### config.mk
export PLATFORM = sky130hd
export DESIGN_NAME = fbpa_ctrl
export DESIGN_NICKNAME = d
export VERILOG_FILES = /design/src/sv/fbpa_pkg.sv /design/src/sv/fbpa_ctrl.sv
export SDC_FILE = /design/constraint.sdc
export NUM_CORES = 1
export LEC_CHECK = 0
export BUFFER_PORTS_ARGS = -buffer_cell sky130_fd_sc_hd__buf_2
export CORE_AREA = 5 5 42 44
export CTS_CLUSTER_DIAMETER = 30
export DETAILED_ROUTE_END_ITERATION = 6
export DIE_AREA = 0 0 47 49
export GPL_ROUTABILITY_DRIVEN = 0
export SLEW_MARGIN = 20
export SYNTH_ARGS = -nofsm -noshare
export SYNTH_HDL_FRONTEND = slang
export SYNTH_SLANG_ARGS = --single-unit
### constraint.sdc
create_clock -name clock -period 1.1 [get_ports clock]
set_input_delay 0 -clock clock [delete_from_list [all_inputs] [get_ports clock]]
set_output_delay 0 -clock clock [all_outputs]
set_load 0.05 [all_outputs]
### src/sv/fbpa_pkg.sv
`default_nettype none
// ----------------------------------------------------------------------------
// Fixed block pool allocator package
// Field widths, operation and register codes, controller types and the
// register clamping helpers shared by the allocator files.
// ----------------------------------------------------------------------------
package fbpa_pkg;

   localparam int NODE_BYTES_W   = 13;
   localparam int BLOCK_SIZE_W   = 11;
   localparam int MODE_W         = 2;
   localparam int SLOT_FIELD_W   = 10;
   localparam int OFFSET_W       = 22;
   localparam int CSR_INDEX_W    = 4;
   localparam int CSR_DATA_W     = 16;

   localparam int DEF_POOL_SLOTS = 1024;

   localparam logic [NODE_BYTES_W-1:0] DEF_NODE_BYTES = 13'd8;
   localparam logic [NODE_BYTES_W-1:0] MIN_NODE_BYTES = 13'd8;
   localparam logic [NODE_BYTES_W-1:0] MAX_NODE_BYTES = 13'd4096;
   localparam logic [BLOCK_SIZE_W-1:0] DEF_BLOCK_SIZE = 11'd16;
   localparam logic [BLOCK_SIZE_W-1:0] MIN_BLOCK_SIZE = 11'd1;
   localparam logic [BLOCK_SIZE_W-1:0] MAX_BLOCK_SIZE = 11'd1024;

   typedef logic [MODE_W-1:0] mode_type;
   localparam mode_type MODE_ALLOC    = 2'd0;
   localparam mode_type MODE_FREE     = 2'd1;
   localparam mode_type MODE_FREE_ALL = 2'd2;

   typedef logic [CSR_INDEX_W-1:0] csr_index_type;
   localparam csr_index_type CSR_NODE_BYTES = 4'd0;
   localparam csr_index_type CSR_BLOCK_SIZE = 4'd1;

   typedef enum logic [1:0] {
      ST_IDLE,
      ST_EXEC,
      ST_CARVE,
      ST_FINISH
   } state_type;

   typedef struct packed {
      logic take;
      logic pop;
      logic push;
      logic clear;
      logic fail;
      logic nop;
      logic carve_start;
      logic carve_step;
      logic carve_finish;
   } cmd_type;

   typedef struct packed {
      logic req_valid;
      logic op_alloc;
      logic op_push;
      logic op_clear;
      logic head_valid;
      logic exhausted;
      logic rsp_free;
      logic carve_last;
   } status_type;

   function automatic logic [NODE_BYTES_W-1:0] clamp_node_bytes(
      input logic [NODE_BYTES_W-1:0] value
   );
      logic [NODE_BYTES_W-1:0] result;
      result = value;
      if (value < MIN_NODE_BYTES) begin
         result = MIN_NODE_BYTES;
      end else if (value > MAX_NODE_BYTES) begin
         result = MAX_NODE_BYTES;
      end
      return result;
   endfunction

   function automatic logic [BLOCK_SIZE_W-1:0] clamp_block_size(
      input logic [BLOCK_SIZE_W-1:0] value
   );
      logic [BLOCK_SIZE_W-1:0] result;
      result = value;
      if (value < MIN_BLOCK_SIZE) begin
         result = MIN_BLOCK_SIZE;
      end else if (value > MAX_BLOCK_SIZE) begin
         result = MAX_BLOCK_SIZE;
      end
      return result;
   endfunction

endpackage
`default_nettype wire

### src/sv/fbpa_ctrl.sv
`default_nettype none
// ----------------------------------------------------------------------------
// Allocator controller
// State machine that sequences acceptance, execution, group carving and
// response loading of the allocator datapath.
// ----------------------------------------------------------------------------
module fbpa_ctrl (
   input  wire                       clock,
   input  wire                       reset,
   input  wire fbpa_pkg::status_type status,
   output fbpa_pkg::cmd_type         cmd
);
   import fbpa_pkg::*;

   state_type state_ff;
   state_type state_in;

   always_ff @(posedge clock) begin
      if (reset) begin
         state_ff <= ST_IDLE;
      end else begin
         state_ff <= state_in;
      end
   end

   always_comb begin
      state_in = state_ff;
      case (state_ff)
         ST_IDLE: begin
            if (status.req_valid) begin
               state_in = ST_EXEC;
            end
         end
         ST_EXEC: begin
            if (status.op_alloc && !status.head_valid && !status.exhausted) begin
               state_in = ST_CARVE;
            end else if (status.rsp_free) begin
               state_in = ST_IDLE;
            end
         end
         ST_CARVE: begin
            if (status.carve_last) begin
               state_in = ST_FINISH;
            end
         end
         ST_FINISH: begin
            if (status.rsp_free) begin
               state_in = ST_IDLE;
            end
         end
         default: begin
            state_in = ST_IDLE;
         end
      endcase
   end

   always_comb begin
      cmd = '0;
      case (state_ff)
         ST_IDLE: begin
            cmd.take = 1'b1;
         end
         ST_EXEC: begin
            if (status.op_alloc) begin
               if (status.head_valid) begin
                  cmd.pop = status.rsp_free;
               end else if (status.exhausted) begin
                  cmd.fail = status.rsp_free;
               end else begin
                  cmd.carve_start = 1'b1;
               end
            end else if (status.op_push) begin
               cmd.push = status.rsp_free;
            end else if (status.op_clear) begin
               cmd.clear = status.rsp_free;
            end else begin
               cmd.nop = status.rsp_free;
            end
         end
         ST_CARVE: begin
            cmd.carve_step = 1'b1;
         end
         ST_FINISH: begin
            cmd.carve_finish = status.rsp_free;
         end
         default: begin
            cmd = '0;
         end
      endcase
   end

endmodule
`default_nettype wire

==> results of run 1 <==
==> layout by cell type (no fill, tap or decap) <==
cell / netlist / layout
a2111oi_2: 1 / 1
nor2_1: 3 / 1
buf_6: 0 / 8
a211oi_1: 1 / 1
nor3b_4: 0 / 1
nor4b_4: 0 / 1
nand3b_4: 0 / 1
clkbuf_4: 0 / 4
dlygate4sd3_1: 0 / 1
and3_2: 1 / 1
nand2_1: 1 / 1
o21ba_1: 1 / 1
buf_2: 0 / 9
nor2_2: 1 / 1
dfxtp_4: 0 / 1
nand3b_1: 1 / 1
nor4_4: 0 / 1
nand4bb_1: 1 / 1
nor2b_1: 1 / 1
and2b_2: 1 / 1
dfxtp_2: 0 / 1
buf_4: 0 / 4
nor2_4: 0 / 2
a21boi_0: 1 / 1
==> kinds of logic after synthesis <==
logic type / Yosys count / share of synthesized area (%)
AND/OR/NAND/NOR: 14 / 56.17
AO/OA/AOI/OAI: 4 / 21.92
flip-flops: 2 / 21.92
==> metrics by stage <==
| stage | setup TNS [ns] | std cells | hold WS, ns | util, % | cell area [sq um] |
|---|---|---|---|---|---|
| floorplan | -0.07588 | 20 | 0.06424 | - | 239.0 |
| global placement | 0 | 56 | 0.1884 | 25.98 | 364.1 |
| detailed placement | 0 | 56 | 0.1921 | 25.98 | 364.1 |
| CTS | -0.2143 | 61 | 0.02082 | 32.14 | 450.4 |
| global route | -0.5734 | 62 | 0.04405 | 33.66 | 471.7 |
| finish | -0.2920 | 62 | 0.03039 | 33.66 | 471.7 |
==> area by class of cell <==
cell class / count / area (sq um) / share of cell area, %
Tap cell: 16 / 20.02 / 4.244
Multi-Input combinational cell: 18 / 201.4 / 42.71
Clock buffer: 3 / 22.52 / 4.775
Timing Repair Buffer: 23 / 182.7 / 38.73
Sequential cell: 2 / 45.04 / 9.549
==> worst max-delay path, cell delays in order, from the launching register on <==
cell and delay, ns:
dfxtp_2 0.31, nand3b_4 0.21, nor4b_4 0.24, buf_6 0.19
==> worst paths after layout <==
check,start,end,depth (start not counted)
min,status[1],state_ff[0]$_SDFFE_PP0P_,2
max reg2reg,state_ff[0]$_SDFFE_PP0P_,state_ff[0]$_SDFFE_PP0P_,4
min reg2reg,state_ff[0]$_SDFFE_PP0P_,state_ff[0]$_SDFFE_PP0P_,2
max,state_ff[1]$_SDFFE_PP0P_,cmd[5],3
==> what timing repair did <==
action	in CTS	in global routing
pin swaps	2	1
hold buffers	1	0
endpoints found under the hold margin	1	0
setup endpoints to repair	8	10
resized for setup	15	4
setup buffers	1	1
==> power groups by stage <==
| stage | Clock, uW | Sequential (uW) | Combinational, uW |
|---|---|---|---|
| 3_3_place_gp | 0 | 84.4 | 119 |
| 2_1_floorplan | 0 | 87.5 | 67.5 |
| 4_1_cts | 176 | 83.4 | 131 |
| 3_5_place_dp | 0 | 84.3 | 120 |
| 6_report | 165 | 83.4 | 139 |
| 5_1_grt | 179 | 84.1 | 148 |
==> per-layer routing <==
metal | wire (um) | up-vias
li1 | - | 131
met4 | 27 | 0
met3 | 52 | 2
met2 | 333 | 15
met5 | 0 | -
met1 | 270 | 117
==> summary.txt, run 1 <==
Global route
  – Met3 usage: 2.583%
  – GRT met1 Usage: 7.860%
  – Gr busiest metal: met2
  – First-pass GRT wire length: 1.117 mm
  – Largest net degree at the start of global routing: 7
  – GRT Util Overall: 7.168%
  – GR Layer Usage met2: 9.276%
  – GR Overflow Total: 0
  – Initial antenna violation count: 0
  – Vias in the first global route: 276

Power and ir drop
  – Peak supply drop: 0.4072 mV
  – Switching power total: 128.8 uW
  – Int Pwr: 258.7 uW
  – Clock power share: 42.6%
  – Overall Power: 387.5 uW
  – Leakage power total: 0.0002214 uW
  – Combinational share of power: 35.9%
  – PwrDens: 821.5 nW/um^2
  – Switching Share: 33.24%
  – Sequential fraction of design power: 21.5%

Clock tree
  – Root Buffer: clkbuf_4
  – Clock latency on the worst-skew pair: 0.23 ns
  – CTS Buffer Depth: 2
  – H-tree Lvls: 1
  – Sink Count: 2
  – CTS tree: done
  – Clock transition at path regs: 0.03 ns
  – CTS Buf Count: 3

Die
  – Top Ports: 19
  – Die height: 49 um
  – Starting Density: 13.04%
  – Core area: 1401 sq um
  – Die X: 47 um
  – Rows: 14
  – Die area: 2303 sq um

Drt
  – DR pass1 iterations: 4
  – Via/cell ratio: 4.274
  – Drt wl/cell: 11.03 um
  – Residual DRC: 0
  – Final ANT Viol Nets: 0
  – Drt initial violations: 4
  – DR vias: 265
  – Overall routed net length: 684 um

Critical path
  – Startpoint Class: flip-flop
  – Data required, critical path: 1.10 ns
  – Kind of critical path: flip-flop to output pin
  – CP Max Fanout: 5
  – Worst R2R Setup Slack: 0.03 ns
  – Crit path arrival time: 1.19 ns
  – CP Capture Type: output pin

Placement
  – HPWL after DPL: 536.2 um
  – Dpl ws: 0.05843 ns
  – IO buf count: 18

Synthesis
  – Synth top cells by count: nor2_1, dfxtp_1
  – Netlist Area Pre-Place: 182.7 sq um
  – Async set-reset flop share out of synthesis: 0%
  – Syn nets: 30
  – Syn Inst Count: 20
  – Netlist cell types: 17
  – Sequential-to-total area share from yosys stat: 21.92%
  – Synth top area share: 21.92%
  – Count leader, synth: nor2_1
  – Ys Warns: 0
  – Yosys top cell by area: dfxtp_1
  – Number of synthesized register bits: 2
  – Avg Cell Area, Syn: 9.134 sq um
  – Top post-synthesis cells by area: dfxtp_1, a2111oi_2, nor4b_2
  – Post-synth EDFFs: 0
  – Post-synth top flop: dfxtp_1

Timing
  – Final Critical Period: 1.189 ns
  – Worst-margin pin slew: 0.2526 ns
  – Rel. slew slack: 83.06%
  – Final period utilization: 108.1%
  – Setup ws final: -0.08938 ns
  – Final setup fails: 4
  – Final hold violations: 0
  – Maximum clock frequency: 840.8 MHz
  – RSZ-0062 raised after global routing: yes
  – Fin. max-slew vios: 0
  – Worst Skew: 0.0006350 ns

Cells and area
  – Nets: 58
  – Layout cells sized above 1: 80.43%
  – Biggest register: state_ff
  – Area grow syn2layout: 158.2%
  – Filler cells: 150
  – Regs by FF count: state_ff x2
  – Max reg flops: 2
  – Number of antenna diodes: 0

Outcome
  – Failing checks: setup timing
  – Status: finished, violations left

Job
  – Max_cap viols: 0

Min path
  – Type of the most critical hold path: primary input to flip-flop
No activity file was read; power rests on OpenSTA's default activity.
==> run 2: changes to the inputs <==
--- a/config.mk
+++ b/config.mk
@@ -7,6 +7,7 @@
 export LEC_CHECK = 0
 export BUFFER_PORTS_ARGS = -buffer_cell sky130_fd_sc_hd__buf_2
 export CORE_AREA = 5 5 42 44
+export CTS_BUF_LIST = sky130_fd_sc_hd__clkbuf_16
 export CTS_CLUSTER_DIAMETER = 30
 export DETAILED_ROUTE_END_ITERATION = 6
 export DIE_AREA = 0 0 47 49
==> summary.txt, run 2 (same netlist as run 1, synthesis figures left out) <==
Cells and area
  – Number of antenna diodes: 0 (unchanged)
  – Commonest non-fill, non-tap cell in the layout: buf_2
  – Regs by FF count: state_ff x2
  – Nets: 57 (-1.7%)
  – Core Util, Final: 36.16% (+2.5 points)
  – Layout cells sized above 1: 80.00% (-0.43 points)
  – Biggest register: state_ff
  – Max reg flops: 2 (unchanged)
  – Area grow syn2layout: 177.4%
  – Most frequent cells in the layout: buf_2, buf_6, clkbuf_16, buf_4

Drt
  – Residual DRC: 0 (unchanged)
  – Via/cell ratio: 4.279 (+0.11%)
  – DR pass1 iterations: 1 (-3)
  – Drt wl/cell: 11.61 um (+5.2%)
  – Final ANT Viol Nets: 0 (unchanged)
  – Overall routed net length: 708 um (+3.5%)
  – DR vias: 261 (-1.5%)
  – Drt initial violations: 0 (-4)

Die
  – Core area: 1401 sq um (unchanged)
  – Rows: 14 (unchanged)
  – Top Ports: 19 (unchanged)
  – Die area: 2303 sq um (unchanged)
  – Starting Density: 13.04% (unchanged)
  – Die height: 49 um (unchanged)
  – Die X: 47 um (unchanged)

Critical path
  – Critical Path Start: state_ff[1]$_SDFFE_PP0P_
  – Data required, critical path: 1.10 ns (about the same)
  – Worst R2R Setup Slack: 0.04 ns (about the same)
  – CP Max Fanout: 5 (unchanged)
  – Startpoint Class: flip-flop
  – Terminus of the critical flop-to-flop path: state_ff[0]$_SDFFE_PP0P_
  – Worst R2R Path Depth: 4 (unchanged)
  – Worst r2r src: state_ff[1]$_SDFFE_PP0P_
  – Kind of critical path: flip-flop to output pin
  – Crit path arrival time: 1.18 ns (about the same)
  – CP Capture Type: output pin
  – Crit path to: cmd[5]

Clock tree
  – H-tree Lvls: 1 (unchanged)
  – Sink Count: 2 (unchanged)
  – CTS Buffer Depth: 2 (unchanged)
  – Clock transition at path regs: 0.03 ns (about the same)
  – Clock latency on the worst-skew pair: 0.22 ns (about the same)
  – Root Buffer: clkbuf_16
  – CTS Buf Count: 3 (unchanged)
  – CTS tree: done

Global route
  – Vias in the first global route: 286 (+3.6%)
  – Initial antenna violation count: 0 (unchanged)
  – First-pass GRT wire length: 1.166 mm (+4.4%)
  – GR Overflow Total: 0 (unchanged)
  – GRT Util Overall: 7.590% (+0.42 points)
  – Largest net degree at the start of global routing: 7 (unchanged)

Timing
  – Worst Skew: 0.0004704 ns (-0.0001646 ns)
  – Final Critical Period: 1.183 ns (-0.006437 ns)
  – Fin. max-slew vios: 0 (unchanged)
  – Final setup fails: 3 (-1)
  – Setup ws final: -0.08294 ns (+0.006437 ns)
  – Fin Hold WS: 0.03596 ns (+0.005561 ns)
  – Final hold violations: 0 (unchanged)
  – Worst-margin pin slew: 0.2531 ns (+0.0004803 ns)
  – Maximum clock frequency: 845.4 MHz (+0.54%)
  – Rel. slew slack: 83.02% (about the same)
  – Final period utilization: 107.5% (-0.59 points)
  – Setup TNS: -0.1937 ns (+0.09827 ns)
  – RSZ-0062 raised after global routing: yes

Power and ir drop
  – Switching Share: 21.63% (-12 points)
  – Switching power total: 164.7 uW (+28%)
  – Sequential fraction of design power: 11.0% (-11 points)
  – Int Pwr: 596.4 uW (+130%)
  – Peak supply drop: 0.5505 mV (+35%)
  – Clock power share: 71.7% (+29 points)
  – PwrDens: 1502 nW/um^2 (+83%)
  – Leakage power total: 0.0002384 uW (+7.7%)
  – Combinational share of power: 17.3% (-19 points)

Job
  – Max_cap viols: 0 (unchanged)

Placement
  – IO buf count: 18 (unchanged)
  – HPWL after DPL: 536.2 um (unchanged)

Outcome
  – Status: finished, violations left
  – Failing checks: setup timing

Min path
  – Type of the most critical hold path: primary input to flip-flop
==> run 2: cell count changes in the layout (fill, tap and decap cells not counted) <==
cell	delta
nor2_2	+1
dfxtp_2	+1
nor2_4	-1
buf_2	+1
clkbuf_4	-4
buf_4	-1
dfxtp_4	-1
clkbuf_16	+3
==> run 2: worst min-delay path by stage <==
stage | from | endpoint | depth (start not counted)
final | status[1] | state_ff[0]$_SDFFE_PP0P_ | 2
after global routing | status[1] | state_ff[0]$_SDFFE_PP0P_ | 2
after CTS | status[1] | state_ff[0]$_SDFFE_PP0P_ | 2
after detailed placement | reset | state_ff[0]$_SDFFE_PP0P_ | 2
after global placement | reset | state_ff[0]$_SDFFE_PP0P_ | 2
after floorplan | status[6] | cmd[6] | 1
==> run 2: final cells by class <==
type | count | area, sq um
multi-input combinational | 18 | 196.4
fill | 142 | 894.6
tap | 16 | 20.02
timing repair buffer | 22 | 172.7
clock buffer | 3 | 75.07
sequential | 2 | 42.54
==> run 2: worst max-delay path: stages, from the launching register on <==
cell and delay [ns]:
dfxtp_2 0.31, nand3b_4 0.21, nor4b_4 0.24, buf_6 0.19
==> run 2: metal layers <==
| metal | up-vias | global-route usage [%] | wire [um] |
|---|---|---|---|
| met4 | 0 | 8.295 | 25 |
| met5 | - | 0 | 0 |
| met1 | 116 | 8.297 | 281 |
| met3 | 2 | 3.690 | 62 |
| li1 | 130 | - | - |
| met2 | 13 | 9.502 | 338 |
==> run 2: what timing repair did <==
action,4_1_cts,5_1_grt
pin swaps,1,2
buffers inserted,0,1
hold buffers,1,0
hold endpoints to repair,1,0
resized for setup,13,3
setup endpoints to repair,8,9
==> run 2: power groups by stage <==
stage	combinational (uW)	sequential (uW)	clock, uW
floorplan	67.5	87.5	0
global placement	119	84.4	0
detailed placement	120	84.3	0
CTS	129	83.5	554
global route	141	84.8	564
finish	132	83.9	545
==> run 2: metrics by stage <==
step                      instances  setup slack, ns  total power, uW  instance area (sq um)
after floorplan                  20         -0.07004            155.0                  239.0
after global placement           56          0.08163            203.2                  364.1
after detailed placement         56          0.05843            204.5                  364.1
after CTS                        60         -0.09656            765.6                  488.0
final                            61         -0.08294            761.1                  506.7
after global routing             61          -0.1374            789.5                  506.7
==> run 3: changes to the inputs <==
==> constraint.sdc (replaced) <==
create_clock -name clock -period 1.1 [get_ports clock]
set_input_delay 0.275 -clock clock [delete_from_list [all_inputs] [get_ports clock]]
set_output_delay 0.275 -clock clock [all_outputs]
set_load 0.05 [all_outputs]
==> summary.txt, run 3 (same netlist as run 1, synthesis figures left out) <==
Drt
  – Via/cell ratio: 4.234 (-1.0%)
  – DR pass1 iterations: 2 (+1)
  – DR vias: 271 (+3.8%)
  – Drt initial violations: 1 (+1)
  – Drt wl/cell: 12.48 um (+7.6%)
  – Overall routed net length: 799 um (+13%)
  – Residual DRC: 0 (unchanged)
  – Final ANT Viol Nets: 0 (unchanged)

Die
  – Core area: 1401 sq um (unchanged)
  – Starting Density: 13.04% (unchanged)
  – Die height: 49 um (unchanged)
  – Top Ports: 19 (unchanged)
  – Rows: 14 (unchanged)
  – Die area: 2303 sq um (unchanged)
  – Die X: 47 um (unchanged)

Clock tree
  – Clock transition at path regs: 0.03 ns (about the same)
  – CTS tree: done
  – Hold_buf cts: 0 (-1)
  – CTS Buffer Depth: 2 (unchanged)
  – Clock latency on the worst-skew pair: 0.22 ns (about the same)
  – Root Buffer: clkbuf_16
  – Sink Count: 2 (unchanged)
  – CTS Buf Count: 3 (unchanged)
  – H-tree Lvls: 1 (unchanged)

Min path
  – Hold Crit Depth: 2 (unchanged)
  – Type of the most critical hold path: primary input to flip-flop
  – Hold Crit Start: reset
  – Hold Crit Endpoint: state_ff[0]$_SDFFE_PP0P_

Global route
  – Vias in the first global route: 313 (+9.4%)
  – First-pass GRT wire length: 1.221 mm (+4.7%)
  – GR Overflow Total: 0 (unchanged)
  – Initial antenna violation count: 0 (unchanged)
  – GRT Util Overall: 7.730% (+0.14 points)
  – Largest net degree at the start of global routing: 7 (unchanged)

Cells and area
  – Design area: 580.6 sq um (+15%)
  – Regs by FF count: state_ff x2
  – Reg area: 45.04 sq um (+5.9%)
  – Max reg flops: 2 (unchanged)
  – Most frequent cells in the layout: buf_2, buf_6, buf_4
  – Layout cells sized above 1: 85.42% (+5.4 points)
  – Nets: 59 (+3.5%)
  – Commonest non-fill, non-tap cell in the layout: buf_2
  – Filler cells: 142 (unchanged)
  – Final non-filler cell total: 64 (+4.9%)
  – Area grow syn2layout: 217.8%
  – Biggest register: state_ff
  – Number of antenna diodes: 0 (unchanged)
  – Multi-input logic area: 230.2 sq um (+17%)

Outcome
  – Status: finished, violations left
  – Failing checks: setup timing

Timing
  – RSZ-0062 raised after global routing: yes
  – Final period utilization: 132.5% (+25 points)
  – Fin. max-slew vios: 0 (unchanged)
  – Fin Hold WS: 0.2541 ns (+0.2182 ns)
  – Worst-margin pin slew: 0.2774 ns (+0.02429 ns)
  – Final setup fails: 9 (+6)
  – Maximum clock frequency: 686.0 MHz (-19%)
  – Worst Skew: 0.003428 ns (+0.002958 ns)
  – Rel. slew slack: 81.47% (-1.6 points)
  – Final Critical Period: 1.458 ns (+0.2747 ns)
  – Final hold violations: 0 (unchanged)
  – Setup ws final: -0.3576 ns (-0.2747 ns)

Placement
  – HPWL after DPL: 507.5 um (-5.4%)
  – DP Area: 381.6 sq um (+4.8%)
  – Placed cells: 58 (+3.6%)
  – IO buf count: 18 (unchanged)

Power and ir drop
  – PwrDens: 1394 nW/um^2 (-7.2%)
  – Peak supply drop: 0.9923 mV (+80%)
  – Leakage power total: 0.0002656 uW (+11%)

Critical path
  – CP Max Fanout: 5 (unchanged)
  – Startpoint Class: flip-flop
  – Crit path arrival time: 1.18 ns (about the same)
  – Worst r2r src: state_ff[0]$_SDFFE_PP0P_
  – Worst R2R Path Depth: 4 (unchanged)
  – CP Capture Type: output pin
  – Kind of critical path: flip-flop to output pin
  – Data required, critical path: 0.82 ns (-0.28 ns)
  – Terminus of the critical flop-to-flop path: state_ff[0]$_SDFFE_PP0P_
  – Worst R2R Setup Slack: 0.03 ns (about the same)

Job
  – Max_cap viols: 0 (unchanged)
==> run 3: critical path: stages (launching register included) <==
cell and delay [ns]:
dfxtp_2 0.31, nand3b_4 0.21, nor4b_4 0.25, buf_6 0.19
==> run 3: layout make-up <==
class | instances | share of cell area [%]
multi-input cells | 18 | 39.66
repair buffers | 24 | 35.56
clock buffers | 3 | 12.93
flip-flops and latches | 2 | 7.759
well taps | 16 | 3.448
clock inverters | 1 | 0.6466
==> run 3: repair_timing <==
action                     in CTS  in global routing
pin swaps                       2                  1
gates cloned                    0                  0
resized for setup              24                  4
setup buffers                   1                  1
setup endpoints to repair       9                 10
==> run 3: metal layers <==
layer	track usage, %	wire, um
met1	8.079	274
met2	10.63	437
met3	4.059	64
met4	6.912	23
met5	0	0
==> run 3: power by group <==
group          switching, uW  internal, uW  total, uW
Sequential              5.75          77.9       83.6
Clock                   92.7           468        561
Combinational           91.3          74.0        165
==> run 3: worst max path at each step <==
stage                     slack (ns)      to                startpoint
after CTS                      -0.37  cmd[5]  state_ff[1]$_SDFFE_PP0P_
final                          -0.36  cmd[5]  state_ff[1]$_SDFFE_PP0P_
after floorplan                -0.34  cmd[5]  state_ff[1]$_SDFFE_PP0P_
after global placement         -0.22  cmd[5]                 status[1]
after global routing           -0.42  cmd[5]  state_ff[1]$_SDFFE_PP0P_
after detailed placement       -0.23  cmd[5]                 status[1]
==> run 3: through the flow <==
stage          total power (uW)  util [%]  setup slack, ns  TNS, ns
3_3_place_gp              206.0     27.23          -0.2231   -1.259
6_report                  809.5     41.43          -0.3576   -2.309
4_1_cts                   801.8     39.11          -0.3659   -2.395
2_1_floorplan             154.2         -          -0.3437   -1.424
3_5_place_dp              206.9     27.23          -0.2328   -1.325
5_1_grt                   840.9     41.43          -0.4185   -2.702
